### src/assert_macros.svh
// Assertion macros shared by the scratchpad CRC checker RTL.
`ifndef ASSERT_MACROS_SVH
`define ASSERT_MACROS_SVH

// Checked on every rising clock edge outside reset.
`define ASSERT_CLK(lbl, prop, msg) \
    lbl: assert property (@(posedge clk) disable iff (!rst_n) prop) else $error(msg);

// Checked on every rising clock edge, during reset too.
`define ASSERT_CLK_ALWAYS(lbl, prop, msg) \
    lbl: assert property (@(posedge clk) prop) else $error(msg);

`endif

### src/owcrc_pkg.sv
// Types, constants and the CRC-8 step function of the scratchpad CRC checker.
`timescale 1ns / 1ps

package owcrc_pkg;

    // Byte counter width and frame length in bytes.
    localparam int COUNT_W = 4;
    localparam logic [COUNT_W-1:0] SCRATCHPAD_BYTES = 4'd9;

    // Reflected Dallas/Maxim CRC-8 polynomial.
    localparam logic [7:0] CRC_POLY = 8'h8C;

    // Sentinel temperature given on CRC failure: -32000 sixteenths.
    localparam logic signed [15:0] ERROR_TEMP = 16'sh8300;

    // Input transaction payload.
    typedef struct packed {
        logic [7:0] scratch_byte;
        logic       frame_start;
    } in_t;

    // Result transaction payload.
    typedef struct packed {
        logic signed [15:0] temp_sixteenths;
        logic               crc_error;
    } out_t;

    // Frame tracker output for one byte: whether the frame ended, and its result.
    typedef struct packed {
        logic done;
        out_t res;
    } frame_res_t;

    // One byte of the CRC, shifted in least significant bit first.
    function automatic logic [7:0] crc8_update(input logic [7:0] crc, input logic [7:0] b);
        logic [7:0] c;
        logic [7:0] d;
        logic       fb;
        c = crc;
        d = b;
        for (int k = 0; k < 8; k++)
        begin
            fb = c[0] ^ d[0];
            c  = {1'b0, c[7:1]};
            if (fb)
            begin
                c = c ^ CRC_POLY;
            end
            d = {1'b0, d[7:1]};
        end
        return c;
    endfunction

endpackage

### src/onewire_scratchpad_crc_check.sv
// Top level of the 1-Wire scratchpad CRC checker with input and result registers.
//
//   channel   direction   handshake              payload
//   in        to block    in_valid / in_ready    in_data  (scratch_byte, frame_start)
//   out       from block  out_valid / out_ready  out_data (temp_sixteenths, crc_error)
//
// One byte transaction is taken per cycle while in_ready is high; the CRC of a byte is
// eight unrolled XOR shifts. A byte waits in the input register until the result
// register can take a value; its frame result is then loaded into the result register.
// Reset clears the frame count, CRC and both valid flags; no clearing pass is needed.
// A stalled result register holds the input register, and in_ready drops only while both
// are full and out_ready is low.
`timescale 1ns / 1ps
`include "assert_macros.svh"

module onewire_scratchpad_crc_check (
    input  logic              clk,
    input  logic              rst_n,
    input  logic              in_valid,
    output logic              in_ready,
    input  owcrc_pkg::in_t    in_data,
    output logic              out_valid,
    input  logic              out_ready,
    output owcrc_pkg::out_t   out_data
);
    import owcrc_pkg::*;

    logic       stage_valid_reg;
    in_t        stage_data_reg;
    logic       out_valid_reg, out_valid_next;
    out_t       out_data_reg;
    logic       advance;
    frame_res_t frame_res;

    // The input register moves on whenever the result register can take a value.
    assign advance  = stage_valid_reg && (!out_valid_reg || out_ready);
    assign in_ready = !stage_valid_reg || advance;

    owcrc_frame u_frame (
        .clk    (clk),
        .rst_n  (rst_n),
        .step   (advance),
        .item   (stage_data_reg),
        .result (frame_res)
    );

    // Result register fills at a frame end and empties when taken.
    always_comb
    begin
        out_valid_next = out_valid_reg && !out_ready;
        if (advance && frame_res.done)
        begin
            out_valid_next = 1'b1;
        end
    end

    // Input register.
    always_ff @(posedge clk or negedge rst_n)
    begin
        if (!rst_n)
        begin
            stage_valid_reg <= 1'b0;
        end
        else if (in_ready)
        begin
            stage_valid_reg <= in_valid;
        end
    end

    always_ff @(posedge clk)
    begin
        if (in_ready && in_valid)
        begin
            stage_data_reg <= in_data;
        end
    end

    // Result register.
    always_ff @(posedge clk or negedge rst_n)
    begin
        if (!rst_n)
        begin
            out_valid_reg <= 1'b0;
        end
        else
        begin
            out_valid_reg <= out_valid_next;
        end
    end

    always_ff @(posedge clk)
    begin
        if (advance && frame_res.done)
        begin
            out_data_reg <= frame_res.res;
        end
    end

    assign out_valid = out_valid_reg;
    assign out_data  = out_data_reg;

    `ASSERT_CLK(a_stage_holds, stage_valid_reg && !advance |=> stage_valid_reg,
                "pending byte lost while result register stalled")
    `ASSERT_CLK_ALWAYS(a_reset_empty, !rst_n |=> !out_valid_reg && !stage_valid_reg,
                       "valid flags set during reset")

endmodule

### src/owcrc_frame.sv
// Frame tracker: running CRC, byte count and temperature bytes of one scratchpad frame.
`timescale 1ns / 1ps
`include "assert_macros.svh"

module owcrc_frame (
    input  logic                    clk,
    input  logic                    rst_n,
    input  logic                    step,
    input  owcrc_pkg::in_t          item,
    output owcrc_pkg::frame_res_t   result
);
    import owcrc_pkg::*;

    logic [7:0]         crc_reg, crc_next;
    logic [COUNT_W-1:0] count_reg, count_next;
    logic [7:0]         temp_low_reg, temp_low_next;
    logic [7:0]         temp_high_reg, temp_high_next;

    logic [7:0]         crc_base;
    logic [COUNT_W-1:0] count_base;
    logic [7:0]         crc_upd;
    logic [COUNT_W-1:0] count_inc;
    logic               done;

    // A frame start restarts the count and CRC before the byte is taken.
    always_comb
    begin
        crc_base   = item.frame_start ? 8'h00 : crc_reg;
        count_base = item.frame_start ? '0 : count_reg;
        crc_upd    = crc8_update(crc_base, item.scratch_byte);
        count_inc  = count_base + {{(COUNT_W-1){1'b0}}, 1'b1};
        done       = (count_inc >= SCRATCHPAD_BYTES) || (count_inc == '0);
    end

    // The first two bytes of a frame are the low and high temperature halves.
    always_comb
    begin
        temp_low_next  = (count_base == '0) ? item.scratch_byte : temp_low_reg;
        temp_high_next = (count_base == {{(COUNT_W-1){1'b0}}, 1'b1}) ?
                         item.scratch_byte : temp_high_reg;
        crc_next       = done ? 8'h00 : crc_upd;
        count_next     = done ? '0 : count_inc;
    end

    // Result of the byte, meaningful when done is set.
    always_comb
    begin
        result.done = done;
        if (crc_upd == 8'h00)
        begin
            result.res.temp_sixteenths = signed'({temp_high_next, temp_low_next});
            result.res.crc_error       = 1'b0;
        end
        else
        begin
            result.res.temp_sixteenths = ERROR_TEMP;
            result.res.crc_error       = 1'b1;
        end
    end

    // Frame state advances once per byte transaction.
    always_ff @(posedge clk or negedge rst_n)
    begin
        if (!rst_n)
        begin
            crc_reg       <= 8'h00;
            count_reg     <= '0;
            temp_low_reg  <= 8'h00;
            temp_high_reg <= 8'h00;
        end
        else if (step)
        begin
            crc_reg       <= crc_next;
            count_reg     <= count_next;
            temp_low_reg  <= temp_low_next;
            temp_high_reg <= temp_high_next;
        end
    end

    `ASSERT_CLK(a_count_in_frame, count_reg < SCRATCHPAD_BYTES, "byte count ran past frame")
    `ASSERT_CLK(a_end_clears, step && done |=> count_reg == '0 && crc_reg == 8'h00,
                "finished frame did not clear count and CRC")
    `ASSERT_CLK(a_error_sentinel,
                result.res.crc_error |-> result.res.temp_sixteenths == ERROR_TEMP,
                "CRC error without sentinel temperature")

endmodule

### config.mk
export PLATFORM = sky130hd
export DESIGN_NAME = onewire_scratchpad_crc_check
export DESIGN_NICKNAME = d
export VERILOG_FILES = /design/src/owcrc_pkg.sv /design/src/onewire_scratchpad_crc_check.sv /design/src/owcrc_frame.sv
export VERILOG_INCLUDE_DIRS = /design/src /design/src/src
export SDC_FILE = /design/constraint.sdc
export NUM_CORES = 1
export LEC_CHECK = 0
export BUFFER_PORTS_ARGS = -buffer_cell sky130_fd_sc_hd__buf_2
export CELL_PAD_IN_SITES_DETAIL_PLACEMENT = 1
export CELL_PAD_IN_SITES_GLOBAL_PLACEMENT = 1
export CORE_MARGIN = 4
export CORE_UTILIZATION = 50
export DETAILED_ROUTE_END_ITERATION = 10
export GPL_TIMING_DRIVEN = 0
export PLACE_DENSITY_LB_ADDON = 0.25
export SLEW_MARGIN = 30
export SYNTH_ARGS = -nofsm -noshare
export SYNTH_HDL_FRONTEND = slang
export SYNTH_SLANG_ARGS = --single-unit
export TNS_END_PERCENT = 10
### constraint.sdc
create_clock -name clk -period 3.3 [get_ports clk]
set_input_delay 0.66 -clock clk [delete_from_list [all_inputs] [get_ports clk]]
set_output_delay 0.66 -clock clk [all_outputs]
set_load 0.01 [all_outputs]
==> results of run 1 <==
==> worst max-delay path, stage by stage <==
cell and delay, ps:
buf_2 90, nand2b_1 260, nand2_1 240, clkbuf_1 320, nor2_2 750
==> metal layers <==
layer  share of wire (%)  GRT usage (%)  wire (microns)
met5                   0              0               0
met3                 3.2          3.770             211
met1                  43          23.93            2788
met4                 2.0          7.578             128
met2                  52          36.66            3431
==> cell families after synthesis <==
group | Yosys count | synth area share [%]
simple gates | 89 | 14.98
fa+ha+maj | 3 | 1.330
mux | 16 | 6.383
flops | 56 | 54.26
compound gates | 36 | 8.600
buf+inv | 19 | 3.324
xor+xnor | 28 | 11.13
==> report_power, final <==
group          internal [mW]  total, mW  switching [mW]
registers              0.846      0.941          0.0948
logic                  0.386      0.750           0.364
clock network          0.172      0.406           0.233
==> cells in the mapped netlist (2+ instances only) <==
cell type / instances
buf_2: 3
a31oi_1: 3
mux2_2: 16
buf_6: 2
xnor3_1: 5
nand2b_1: 2
edfxtp_1: 26
a22o_1: 3
xnor2_1: 19
nand2_1: 42
dfrtp_1: 30
nand3_1: 10
inv_1: 3
nor4bb_1: 3
nor2b_1: 3
ha_1: 3
or3_1: 2
a21oi_2: 9
xor2_1: 4
a21oi_1: 4
o21ai_1: 3
and2_1: 3
clkbuf_1: 10
o21ai_0: 10
nand3b_1: 4
nor2_1: 16
o32ai_1: 3
==> how the worst max path moves through the flow <==
stage,startpoint,end,depth (start not counted)
floorplan,out_ready,out_data[0],4
finish,out_ready,out_data[14],5
global route,stage_valid_reg,out_data[8],4
detailed placement,out_ready,out_data[8],5
CTS,out_ready,out_data[14],5
global placement,out_ready,out_data[2],5
==> layout make-up <==
cell class              instances  area share (%)
well taps                      72           2.845
plain buffers                  16           2.608
repair buffers                 31           4.899
clock inverters                 2          0.4346
flip-flops and latches         56           48.36
inverters                       3          0.3556
clock buffers                   6           2.608
multi-input cells             172           37.89
==> through the flow <==
stage               worst slack, ps  instance area, sq um  hold WS (ps)  std cells  power, mW
global placement              225.0                  3068         487.0        350      1.646
floorplan                     953.5                  2823         364.4        247      1.534
detailed placement            544.1                  3070         492.1        350      1.698
global route                  717.4                  3167         435.1        358      2.235
finish                        919.0                  3167         385.3        358      2.096
CTS                           885.7                  3167         411.4        358      2.110
==> key figures, run 1 <==
STA
  – Tmin final: 2381 ps
  – Setup violators final: 0
  – Fin. Hold Viols: 0
  – RSZ-0062 raised after global routing: false
  – Max-slew violation count: 0
  – Worst slew margin: between 40% and 50%
  – Setup_tns: 0 ps
  – Final worst path period share: ~72%
  – Tightest Pin Transition: 866.0 ps
  – F_max: 0.4200 GHz
  – Clock skew: 4.455 ps

Layout
  – Most frequent cells in the layout: 42 x nand2_1, 34 x buf_2, 30 x dfrtp_1
  – Fill cell count: approximately 630
  – # diodes: 0
  – Final Core Density: 57.51%
  – Commonest non-fill, non-tap cell in the layout: nand2_1
  – Max FFs per register: 17
  – Multi-input gate area: approximately 1200 sq um
  – Nets: 301
  – FF+latch area: 1531 sq um
  – Layout area overhead: 12.19%
  – Layout cells sized above 1: 25.17%

Floorplanning
  – Ports: 32
  – Starting Density: 51.26%
  – Die area: about 7000 sq um
  – Die W: just over 80 microns
  – Placeable Area: ~5500 sq um
  – Die Ht: 83.14 microns
  – Row cnt: 27

Synth
  – Mapped Area: between 2000 and 3000 sq um
  – Asr flop ratio synth: 53.57%
  – Synth warnings: 0
  – Synth area leader: edfxtp_1
  – Post-synthesis cell type count: 33
  – Post-synth EDFFs: 26
  – Dominant cells by area after synthesis: edfxtp_1 28%, dfrtp_1 27%, mux2_2 6.4%
  – Post-synth top area share: roughly 28%
  – Post-synthesis sequential area ratio: between 50% and 60%
  – Cells after Synth: 247
  – Syn_nets: roughly 260
  – FF+latch count, synth: 56
  – Average size of a mapped cell: 11.43 sq um
  – Dominant synthesized flop cell: dfrtp_1

Worst setup path
  – Worst Setup End Kind: flip-flop
  – Critical path class: primary input to flip-flop
  – Crit path arrival time: 2330 ps
  – CP Launch Type: primary input
  – Path depth of the worst reg2reg path: 6
  – WP data required: 3250 ps
  – Worst r2r dst: u_frame.temp_low_reg[0]
  – Reg2reg start: stage_data_reg[0]
  – R2r setup slk: 960 ps
  – CP Max Fanout: 17

CTS
  – Post-CTS Setup Bufs: 0
  – CTS resizes: 0
  – Inserted Clock Buffers: 5
  – Post-CTS Hold Fix Bufs: 0
  – Clk slew on worst S/H paths: ~100 ps
  – Clock Latency Late Sink: 310 ps
  – TritonCTS clock tree: built
  – H-Tree Depth: 2
  – Root Driver: clkbuf_8
  – Clk sinks: 56
  – Max Buffers Root-to-Sink: 2

Routing
  – DR iter-0 viols: 99
  – Post-route antenna net violation count: 0
  – Drt wl/cell: roughly 18 microns
  – Remaining DRCs: 0
  – First-pass DRT Iterations: 4
  – WL final: about 6600 microns
  – Vias/cell: 5.598
  – Vias: 2,004

Min path
  – Worst Hold Class: primary input to async pin

Placed design
  – PortBufs: 31
  – Hpwl dp: 4650 microns
  – Final Wtd Congestion: 0.7838

Power
  – PwrDens: 662.0 nW/um^2
  – Peak VDD IR: 0.3737 mV
  – Pleak: approximately 1.3 nW

GRT
  – First-pass GRT wire length: 11,090 microns
  – Overflow left after global routing: 0
  – Initial antenna violation count: 0
  – Vias in the first global route: between 2,000 and 2,500
  – Largest net degree at the start of global routing: 31
  – Gr usage total: between 20% and 30%

Run
  – Max Cap Viol: 0

Status
  – Status: complete, no violations
(Power assumes the default switching activity.)
==> run 2: changes to the inputs <==
--- a/config.mk
+++ b/config.mk
@@ -10,7 +10,7 @@
 export CELL_PAD_IN_SITES_DETAIL_PLACEMENT = 1
 export CELL_PAD_IN_SITES_GLOBAL_PLACEMENT = 1
 export CORE_MARGIN = 4
-export CORE_UTILIZATION = 50
+export CORE_UTILIZATION = 46
 export DETAILED_ROUTE_END_ITERATION = 10
 export GPL_TIMING_DRIVEN = 0
 export PLACE_DENSITY_LB_ADDON = 0.25
==> constraint.sdc (replaced) <==
create_clock -name clk -period 2.46 [get_ports clk]
set_input_delay 0.492 -clock clk [delete_from_list [all_inputs] [get_ports clk]]
set_output_delay 0.492 -clock clk [all_outputs]
set_load 0.01 [all_outputs]
==> key figures, run 2 (synthesized netlist as in run 1, its figures left out) <==
Worst setup path
  – Path depth of the worst reg2reg path: 6 (unchanged)
  – Worst r2r dst: u_frame.temp_low_reg[7]
  – CP Max Fanout: 10 (-7)
  – Worst Setup End Kind: flip-flop
  – Reg2reg start: stage_data_reg[0]
  – R2r setup slk: 140 ps (-820 ps)
  – WP data required: 2670 ps (-580 ps)
  – CP Launch Type: flip-flop
  – Critical path class: flip-flop to flip-flop
  – Crit path arrival time: 2530 ps (+200 ps)

Floorplanning
  – Row cnt: 28 (+3.7%)
  – Die area: 7454 sq um (+7.8%)
  – Placeable Area: 5921 sq um (+7.5%)
  – Die Ht: 86.34 microns (+3.8%)
  – Ports: 32 (unchanged)
  – Starting Density: 47.68% (-3.6 points)
  – Die W: 86.34 microns (+3.8%)

Routing
  – WL final: 6387 microns (-2.6%)
  – Remaining DRCs: 0 (unchanged)
  – Met1 WL: 2754 microns (-1.2%)
  – Max Used Layer: met4
  – DR iter-0 viols: 66 (-33%)
  – Met2 WL: 3305 microns (-3.7%)
  – Vias/cell: 5.507 (-1.6%)
  – Post-route antenna net violation count: 0 (unchanged)
  – Met3 routed WL: 215 microns (+1.9%)
  – First-pass DRT Iterations: 4 (unchanged)
  – Drt wl/cell: 17.69 microns (-3.4%)
  – Vias: 1,988 (-0.80%)

Power
  – Sequential power share: 44.9% (about the same)
  – Sw frac: 32.70% (-0.32 points)
  – Gate power share: 35.5% (-0.3 points)
  – Clk pwr share: 19.6% (+0.2 points)
  – PwrDens: 881.3 nW/um^2 (+33%)
  – Pleak: 1.271 nW (about the same)
  – P_int: 1.884 mW (+34%)
  – Sw power: 915.1 uW (+32%)
  – Peak VDD IR: 0.5701 mV (+53%)

STA
  – F_max: 0.4309 GHz
  – Final worst path period share: between 90 and 100%
  – Tmin final: 2321 ps
  – Fin. Hold Viols: 0 (unchanged)
  – Clock skew: 7.324 ps (+2.869 ps)
  – Worst slew margin: 51.40% (+9.2 points)
  – Hold WS: 224.1 ps (-161.2 ps)
  – Tightest Pin Transition: 729.0 ps (-136.9 ps)
  – Max-slew violation count: 0 (unchanged)
  – Fin worst setup slack: 139.1 ps (-779.8 ps)
  – Setup violators final: 0 (unchanged)
  – RSZ-0062 raised after global routing: false

Min path
  – Worst Hold Class: primary input to async pin

Layout
  – Fill cell count: 661 (+5.8%)
  – # diodes: 0 (unchanged)
  – Commonest non-fill, non-tap cell in the layout: nand2_1
  – Finished Layout Cells: 361 (+0.84%)
  – Layout area overhead: 12.50%
  – Most frequent cells in the layout: 42 x nand2_1, 34 x buf_2, 30 x dfrtp_1
  – Nets: 301 (unchanged)
  – Layout cells sized above 1: 25.17% (unchanged)
  – Max FFs per register: 17 (unchanged)

CTS
  – Clock Latency Late Sink: 310 ps (about the same)
  – Clk slew on worst S/H paths: 100 ps (about the same)
  – Root Driver: clkbuf_8
  – Inserted Clock Buffers: 5 (unchanged)
  – Clk sinks: 56 (unchanged)
  – Max Buffers Root-to-Sink: 2 (unchanged)
  – TritonCTS clock tree: built
  – H-Tree Depth: 2 (unchanged)

Placed design
  – DP Worst Slack: -123.8 ps (-667.9 ps)
  – Hpwl dp: 4446 microns (-4.4%)
  – Final Wtd Congestion: 0.8110 (+3.5%)
  – PortBufs: 31 (unchanged)
  – Placed Cells: 353 (+0.86%)

GRT
  – Gr usage total: 18.84% (-1.5 points)
  – Overflow left after global routing: 0 (unchanged)
  – Vias in the first global route: 2,123 (-1.5%)
  – First-pass GRT wire length: 10,730 microns (-3.2%)
  – Initial antenna violation count: 0 (unchanged)
  – Largest net degree at the start of global routing: 31 (unchanged)

Status
  – Status: complete, no violations

Run
  – Max Cap Viol: 0 (unchanged)
## run 2: layout make-up
cell class	instances	area [sq um]	area share (%)
flip-flops and latches	56	1531	48.23
multi-input cells	172	1205	37.94
repair buffers	31	155.1	4.886
well taps	75	93.84	2.955
clock buffers	6	82.58	2.600
plain buffers	16	82.58	2.600
clock inverters	2	13.76	0.4334
inverters	3	11.26	0.3546
## run 2: worst max-delay path by stage
stage	from	endpoint	slack, ps
floorplan	out_ready	out_data[0]	280
global placement	out_ready	out_data[6]	-400
detailed placement	out_ready	out_data[6]	-120
CTS	stage_valid_reg	out_data[1]	70
global route	stage_data_reg[0]	u_frame.temp_low_reg[5]	6
finish	stage_data_reg[0]	u_frame.temp_low_reg[7]	140
## run 2: repair_timing
item	CTS	global route
hold buffers	0	0
gates resized for setup	0	1
buffers inserted	0	0
setup endpoints to repair	0	21
## run 2: layer usage
metal  track usage, %  vias up
met3            2.376       10
li1                 -      935
met4            6.799        0
met5                0        -
met1            23.48     1009
met2            33.45       34
## run 2: power groups by stage
stage          logic, mW  registers [mW]  clock network [mW]
5_1_grt             1.11            1.28               0.601
3_5_place_dp       0.988            1.28                   0
2_1_floorplan      0.815            1.24                   0
3_3_place_gp       0.937            1.27                   0
6_report           0.994            1.26               0.548
4_1_cts             1.00            1.26               0.566
## run 2: worst max-delay path, cell delays in order, from the launching register on
cell and delay (ps):
edfxtp_1 440, inv_1 120, nand2_1 120, ha_1 160, clkbuf_1 390, nand4_1 530
mux2_2 450
## run 2: metrics by stage
stage | instance area [sq um] | total power [mW] | TNS [ps] | utilization, %
floorplan | 2823 | 2.058 | 0 | -
global placement | 3072 | 2.204 | -6730 | 51.88
detailed placement | 3074 | 2.266 | -2094 | 51.92
CTS | 3171 | 2.823 | 0 | 53.55
global route | 3176 | 2.989 | 0 | 53.63
finish | 3176 | 2.799 | 0 | 53.63
